File: config.mk
export PLATFORM = sky130hd
export DESIGN_NAME = clti_ctrl
export DESIGN_NICKNAME = d
export VERILOG_FILES = /design/src/rtl/clti_pkg.sv /design/src/rtl/clti_ctrl.sv
export SDC_FILE = /design/constraint.sdc
export NUM_CORES = 1
export LEC_CHECK = 0
export BUFFER_PORTS_ARGS = -buffer_cell sky130_fd_sc_hd__buf_2
export CAP_MARGIN = 40
export CORE_ASPECT_RATIO = 1.75
export CORE_MARGIN = 1
export CORE_UTILIZATION = 40
export CTS_BUF_LIST = sky130_fd_sc_hd__clkbuf_4 sky130_fd_sc_hd__clkbuf_8
export CTS_CLUSTER_DIAMETER = 150
export DETAILED_ROUTE_END_ITERATION = 8
export GPL_TIMING_DRIVEN = 0
export PLACE_DENSITY_LB_ADDON = 0.2
export SLEW_MARGIN = 20
export SYNTH_ARGS = -nofsm -noshare
export SYNTH_HDL_FRONTEND = slang
export SYNTH_SLANG_ARGS = --single-unit
export TNS_END_PERCENT = 5
File: constraint.sdc
create_clock -name clock -period 3.1 [get_ports clock]
set_input_delay 0.155 -clock clock [delete_from_list [all_inputs] [get_ports clock]]
set_output_delay 0.155 -clock clock [all_outputs]
set_load 0.02 [all_outputs]
File: src/rtl/clti_pkg.sv
// Shared types and constants for the clamped linear table interpolator.
package clti_pkg;
   localparam int TableDepth = 64;
   localparam int ValueWidth = 32;
   localparam int IndexWidth = $clog2(TableDepth);
   localparam int CountWidth = 7;
   localparam int DivWidth   = 2 * ValueWidth;
   localparam int DivCntWidth = $clog2(DivWidth + 1);

   localparam logic [1:0] FlagInside = 2'd0;
   localparam logic [1:0] FlagBelow  = 2'd1;
   localparam logic [1:0] FlagAbove  = 2'd2;

   localparam logic ModeLoad  = 1'b0;
   localparam logic ModeQuery = 1'b1;

   typedef struct packed {
      logic load_write;
      logic query_load;
      logic addr_sel_scan;
      logic [IndexWidth-1:0] rd_addr;
      logic cap_first;
      logic cap_last;
      logic cap_cur;
      logic cap_prev;
      logic mul_start;
      logic div_step;
      logic finish;
   } ctrl_type;

   typedef struct packed {
      logic below;
      logic above;
      logic cur_ge;
      logic equal_pair;
   } status_type;
endpackage

File: src/rtl/clti_ctrl.sv
// Sequencing state machine: load, edge reads, linear scan, divide.
module clti_ctrl
   import clti_pkg::*;
(
   input  logic                  clock,
   input  logic                  reset,
   input  logic                  start,
   input  logic                  mode,
   input  logic [CountWidth-1:0] point_count,
   input  status_type            status,
   output ctrl_type              ctrl,
   output logic                  busy,
   output logic                  done,
   output logic [1:0]            flag
);
   typedef enum logic [3:0] {
      IDLE, RD_FIRST, RD_LAST, CHECK, SCAN, MUL, DIVIDE, FINISH, EMIT
   } state_type;

   state_type state_ff;
   logic [IndexWidth:0] n_ff, k_ff;
   logic [DivCntWidth-1:0] cnt_ff;
   logic first_hit_ff, done_ff;
   logic [1:0] flag_ff;
   logic [IndexWidth:0] n_clip;

   always_comb begin
      if (point_count < 7'd2) begin
         n_clip = (IndexWidth+1)'(2);
      end else if (32'(point_count) > TableDepth) begin
         n_clip = (IndexWidth+1)'(TableDepth);
      end else begin
         n_clip = (IndexWidth+1)'(point_count);
      end
   end

   always_comb begin
      ctrl = '0;
      ctrl.load_write = (state_ff == IDLE) && start && (mode == ModeLoad);
      ctrl.query_load = (state_ff == IDLE) && start && (mode == ModeQuery);
      case (state_ff)
         IDLE:     ctrl.rd_addr = '0;
         RD_FIRST: begin
            ctrl.rd_addr   = IndexWidth'(n_ff - 1'b1);
            ctrl.cap_first = 1'b1;
         end
         RD_LAST:  begin
            ctrl.cap_last = 1'b1;
            ctrl.rd_addr  = '0;
         end
         CHECK:    ctrl.rd_addr = '0;
         SCAN:     begin
            ctrl.rd_addr = IndexWidth'(k_ff + 1'b1);
            ctrl.cap_cur = 1'b1;
         end
         MUL:      ctrl.mul_start = 1'b1;
         DIVIDE:   ctrl.div_step = 1'b1;
         FINISH:   begin
            ctrl.finish   = 1'b1;
            ctrl.cap_prev = first_hit_ff;
         end
         default:  ctrl.rd_addr = '0;
      endcase
   end

   always_ff @(posedge clock) begin
      if (reset) begin
         state_ff     <= IDLE;
         n_ff         <= '0;
         k_ff         <= '0;
         cnt_ff       <= '0;
         first_hit_ff <= 1'b0;
         done_ff      <= 1'b0;
         flag_ff      <= FlagInside;
      end else begin
         done_ff <= 1'b0;
         case (state_ff)
            IDLE: begin
               if (start && mode == ModeQuery) begin
                  n_ff     <= n_clip;
                  state_ff <= RD_FIRST;
               end
            end
            RD_FIRST: state_ff <= RD_LAST;
            RD_LAST:  state_ff <= CHECK;
            CHECK: begin
               k_ff         <= '0;
               first_hit_ff <= 1'b0;
               if (status.below) begin
                  flag_ff  <= FlagBelow;
                  state_ff <= FINISH;
               end else if (status.above) begin
                  flag_ff  <= FlagAbove;
                  state_ff <= FINISH;
               end else begin
                  flag_ff  <= FlagInside;
                  state_ff <= SCAN;
               end
            end
            SCAN: begin
               if (status.cur_ge || k_ff == n_ff - 1'b1) begin
                  if (k_ff == '0) begin
                     first_hit_ff <= 1'b1;
                     state_ff     <= FINISH;
                  end else begin
                     state_ff <= MUL;
                  end
               end else begin
                  k_ff <= k_ff + 1'b1;
               end
            end
            MUL: begin
               cnt_ff   <= '0;
               state_ff <= DIVIDE;
            end
            DIVIDE: begin
               cnt_ff <= cnt_ff + 1'b1;
               if (cnt_ff == DivCntWidth'(DivWidth - 1)) begin
                  state_ff <= FINISH;
               end
            end
            FINISH: state_ff <= EMIT;
            EMIT: begin
               done_ff  <= 1'b1;
               state_ff <= IDLE;
            end
            default: state_ff <= IDLE;
         endcase
      end
   end

   assign busy = (state_ff != IDLE);
   assign done = done_ff;
   assign flag = flag_ff;

`ifndef NO_ASSERTIONS
   a_done_idle: assert property (@(posedge clock) disable iff (reset)
      done |-> state_ff == IDLE) else $error("strobe outside idle");
   a_scan_bound: assert property (@(posedge clock) disable iff (reset)
      state_ff == SCAN |-> k_ff < n_ff) else $error("scan past table");
   a_div_len: assert property (@(posedge clock) disable iff (reset)
      state_ff == DIVIDE |-> 32'(cnt_ff) < DivWidth) else $error("divide overrun");
`endif
endmodule

Yosys cells after proc, flatten, opt, wreduce, memory -nomap -nowiden
Cells that the tools add are included.
Storage, ports and cells
  flip-flop bits (word level): 29
  output and inout bits: 20
  input bits: 15
  word-level logic and storage cells: 68
Operators by class
  reductions and logical operators: 14
  add/subtract/negate cells: 3
  muxes and demuxes: 26
  bitwise gates (word level): 1
  order comparisons: 2
  equality and inequality tests: 15
Operators by type and width (number)
  4-bit one-hot mux with 8 select lines: 1
  7-bit one-hot mux with 2 select lines: 2
  7-bit 2-to-1 mux: 3
  4-bit by 3-bit equality test with 1-bit output (second input constant): 4
  7-bit by 1-bit adder with 7-bit output (second input constant): 2
  4-bit 2-to-1 mux: 3
  6-bit one-hot mux with 2 select lines: 1
  1-bit 2-to-1 mux: 10
  2-bit 2-to-1 mux: 5
  4-bit by 2-bit equality test with 1-bit output (second input constant): 2
  2-bit != test (second input constant): 4
  7-bit by 6-bit equality test with 1-bit output (second input constant): 1
  7-bit equality test: 1
  7-bit > comparator (second input constant): 1
  7-bit logical NOT: 1
  7-bit by 2-bit < comparator with 1-bit output (second input constant): 1
  7-bit by 1-bit subtractor with 7-bit output (second input constant): 1
  3-bit AND reduction: 2
  4-bit by 1-bit equality test with 1-bit output (second input constant): 1
  4-bit equality test (second input constant): 1
  1-bit logical AND: 4
  4-bit logical NOT: 1
  2-bit AND reduction: 2
  2-bit nonzero test: 2
  other kinds (5): 5

Depth between registers and ports, before layout
  depth after elaboration: 5
  mapped depth: 9
  mapped depth without buffers: 8

Worst setup path after synthesis
Ideal clock, no wire load.
  path type: register to register
  from: register n_ff[0]
  to: register k_ff[4]
  path buffers: 1
  setup time: 79 ps
  arrival: 2106 ps
  required time: 3021 ps
  cell stages (with the launch flop): 10
  slack: 914 ps
  period minus slack after synthesis: 2186 ps
  cell sequence: dfxtp_1 -> inv_1 -> ha_1 -> nor3b_2 -> xnor2_1 -> a2111o_1 -> o31ai_4 -> buf_6 -> a22oi_2 -> a211oi_2
On the way
  longest elaborated chain between the ends: 5
Ends and longest elaborated chain
  start: declaration: RTL line clti_ctrl.sv:21  | logic [IndexWidth:0] n_ff, k_ff;
  start signal: assignment: RTL line clti_ctrl.sv:80  | n_ff <= n_clip;
  7-bit by 1-bit subtractor with 7-bit output: RTL line clti_ctrl.sv:101  | if (status.cur_ge || k_ff == n_ff - 1'b1) begin
  7-bit equality test: RTL line clti_ctrl.sv:101
  1-bit logical OR: RTL line clti_ctrl.sv:101
  2-bit != test (no source line)
  2-bit AND reduction (no source line)
  end signal: assignment: RTL line clti_ctrl.sv:109  | k_ff <= k_ff + 1'b1;
  end: declaration: RTL line clti_ctrl.sv:21
Every way passes these cells.
A chain may end at the register's enable or synchronous reset.

Worst setup path after layout
Same ends and word-level chain as after synthesis.

==> impl_results.md <==
* Hold path start: status[3]
* Final Setup Violations at 0
* Gpl congestion at 0.846
* Root buffer cell: clkbuf_8
* Max incr delay on CP at approximately 0.5 ns
* Clock Latency Late Sink at between 0.2 and 0.3 ns
* Hold Crit Depth at 3
* Num CTS Buffers at 5
* First drt pass iteration count at 4
* Core Region at 4190 um^2
* Num Clock Sinks at 29
* Routed length per instance at 13.7 um
* CTS tree: yes
* Final nets at 281
* Antenna Cells at 0
* Leakage power at 0.826 nW
* Mapped Nets at 242
* Setup TNS at 0 ns
* Met2 Use GR at 35.1%
* Top Ports at 35
* FF-to-FF End: k_ff[4]
* M1 GR Usage at 22.6%
* Actual slew at the worst max-slew pin at 0.548 ns
* RSZ-0062 raised after global routing: no
* DR iter-0 viols at 39
* Status: finished clean
* VDD IR max at 0.000331 V
* Remaining antenna violation count at 0
* Initial antenna violation count at 0
* Yosys cell types at 49
* Worst EP arrival at 2.68 ns
* Clk slew on worst S/H paths at roughly 0.06 ns
* Die area at between 4000 and 5000 um^2
* Row count at 31
* Fin Clk Skew at 0.00438 ns
* Max Root-Sink Buffers at 2
* RR Startpoint: n_ff[0]
* Layout cell share with drive strength beyond 1 at 20.2%
* EDFF count, synth at 0
* Fin crit period at 2.48 ns
* Sequential element share of the synthesized area at 33.0%
* GRT met3 Usage at roughly 3.9%
* Kind of critical path: reg -> reg
* Number of synthesis warnings at 0
* Vias per cell at 5.43
* Critical path, cell by cell: inv_1, ha_1, nor3b_2, xnor2_1, a2111o_1, o31ai_4, buf_6, a22oi_2, a211oi_2
* Global-route wire length before repair at 7240 um
* Slew Viols, Final at 0
* Final Hold Fails at 0
* Area of the mapped netlist at 1760 um^2
* Die Y-Extent at 89.8 um
* Post-DP HPWL at 3290 um
* Most frequent cells in the layout: buf_2 (34), dfxtp_1 (29), nor2_1 (25)
* Synth Instances at 223
* P&R area growth vs syn at 18.3%
* Worst min path class: in -> reg
* Worst reg2reg setup slack at 0.62 ns
* Fmax at 0.403 GHz
* Critical path's top delay family: compound AO/OA/AOI/OAI gates
* WHS Endpoint: flag[0]
* Vias at 1694
* Total GRT Usage at 20.0%
* Critical Path Fanout Max at 10
* Largest net degree at the start of global routing at 11
* PD cells at 454 nW/um^2
* Async SR Flop Fraction at 0%
* Die width at 52.2 um
* Slew HR at 63.5%
* Worst hold slack at 0.130 ns
* Final Cycle Share at 80.1%
* Seq cells post-synth at 29
* CP max-delay cell: a2111o_1
* Critical Path RT at 3.30 ns
* CP Launch Type: flop
* Post-cts resize count at 0
* Max_cap viols at 0
* Drc violations at 0
* Grt total ovfl at 0
* Routed wire length at 4280 um
* Cts hold-fix bufs at 0
* # port buffers at 32
* Vias in the first global route at between 1500 and 2000
* Buf/Inv on CP at 2
* Crit end category: flop
* Reg2reg path depth at 9
* Post-synth top flop: dfxtp_1
* Syn avg cell area at 7.90 um^2
* Setup Fix Bufs, Post-CTS at 0
* Most used routing layer: met2
* # H-tree levels at 2
* Initial core utilization at a little over two fifths
* Commonest non-fill, non-tap cell in the layout: buf_2
cells by family after synthesis:
logic type	after synthesis	share of synthesized area, %
and+or+nand+nor	100	29.3
AOI/OAI and AO/OA	51	19.7
DFF	29	33.0
buffers and inverters	22	5.47
xor gates and xnor gates	16	9.52
adders and majority gates	4	2.84
other	1	0.213
synthesized netlist by cell type, types with 2 or more instances:
master    instances  area share (%)
a211oi_1          2            0.85
a21oi_1          17             4.8
a311oi_1          3             1.5
a31oi_1           4             1.4
and3_1            3             1.1
buf_2             2            0.57
clkbuf_1          8             1.7
clkinv_1          2            0.43
dfxtp_1          29              33
ha_1              4             2.8
inv_1             8             1.7
nand2_1          23             4.9
nand2b_1          6             2.1
nand3_1          12             3.4
nand3b_1          3             1.3
nor2_1           25             5.3
nor3_1            6             1.7
nor3b_1           5             2.1
nor3b_2           2             1.4
nor4_1            2            0.71
o21ai_0          10             2.8
o22ai_1           4             1.4
or3_1             4             1.4
xnor2_1          10             5.0
xnor3_1           2             2.6
xor2_1            4             2.0
worst reg2reg max path, delay by kind of cell, from the launching register on:
family	cells	cell delay, ns
buf+inv	2	0.26
fa+ha+maj	1	0.24
compound gates	4	1.11
flops	1	0.42
simple gates	1	0.18
xor+xnor	1	0.18
cell type report:
class,count,area (um^2)
Buffer,12,58.8
Fill cell,433,2100
Tap cell,49,61.3
Inverter,10,37.5
Clock inverter,1,5.00
Multi-Input combinational cell,172,1080
Sequential cell,29,581
Timing Repair Buffer,32,160
Clock buffer,7,96.3
worst max-delay path by stage:
stage                     cells past startpoint      end    start
after floorplan                               9  k_ff[4]  n_ff[0]
after global placement                        9  k_ff[4]  n_ff[0]
after detailed placement                      9  k_ff[4]  n_ff[0]
after CTS                                     9  k_ff[4]  n_ff[0]
after global routing                          9  k_ff[4]  n_ff[0]
final                                         9  k_ff[4]  n_ff[0]
stage by stage:
stage	cells	instance area (um^2)	total power, mW	utilization [%]	worst slack, ns
4_1_cts	312	2080	0.955	49.8	0.606
6_report	312	2080	0.947	49.8	0.617
2_1_floorplan	223	1760	0.549	-	0.914
5_1_grt	312	2080	0.989	49.8	0.503
3_3_place_gp	304	1980	0.607	47.3	0.685
3_5_place_dp	304	1980	0.610	47.3	0.621
routing by layer:
layer | vias to the layer above | wire (um)
met5 | - | 0
met4 | 0 | 68
met3 | 6 | 162
met2 | 41 | 2300
met1 | 784 | 1750
li1 | 863 | -
flip-flops by register name, indices dropped and copies added, names as in the netlist:
| name | flops |
|---|---|
| first_hit_ff | 1 |
| cnt_ff | 7 |
| done | 1 |
| flag | 2 |
| k_ff | 7 |
| n_ff | 7 |
| state_ff | 4 |
where the power goes:
part	switching (mW)	leakage, nW	internal (mW)
combinational	0.126	0.538	0.0766
sequential	0.0152	0.234	0.383
clock	0.146	0.0542	0.200
total	0.287	0.826	0.660
No activity file was read; power rests on OpenSTA's default activity.
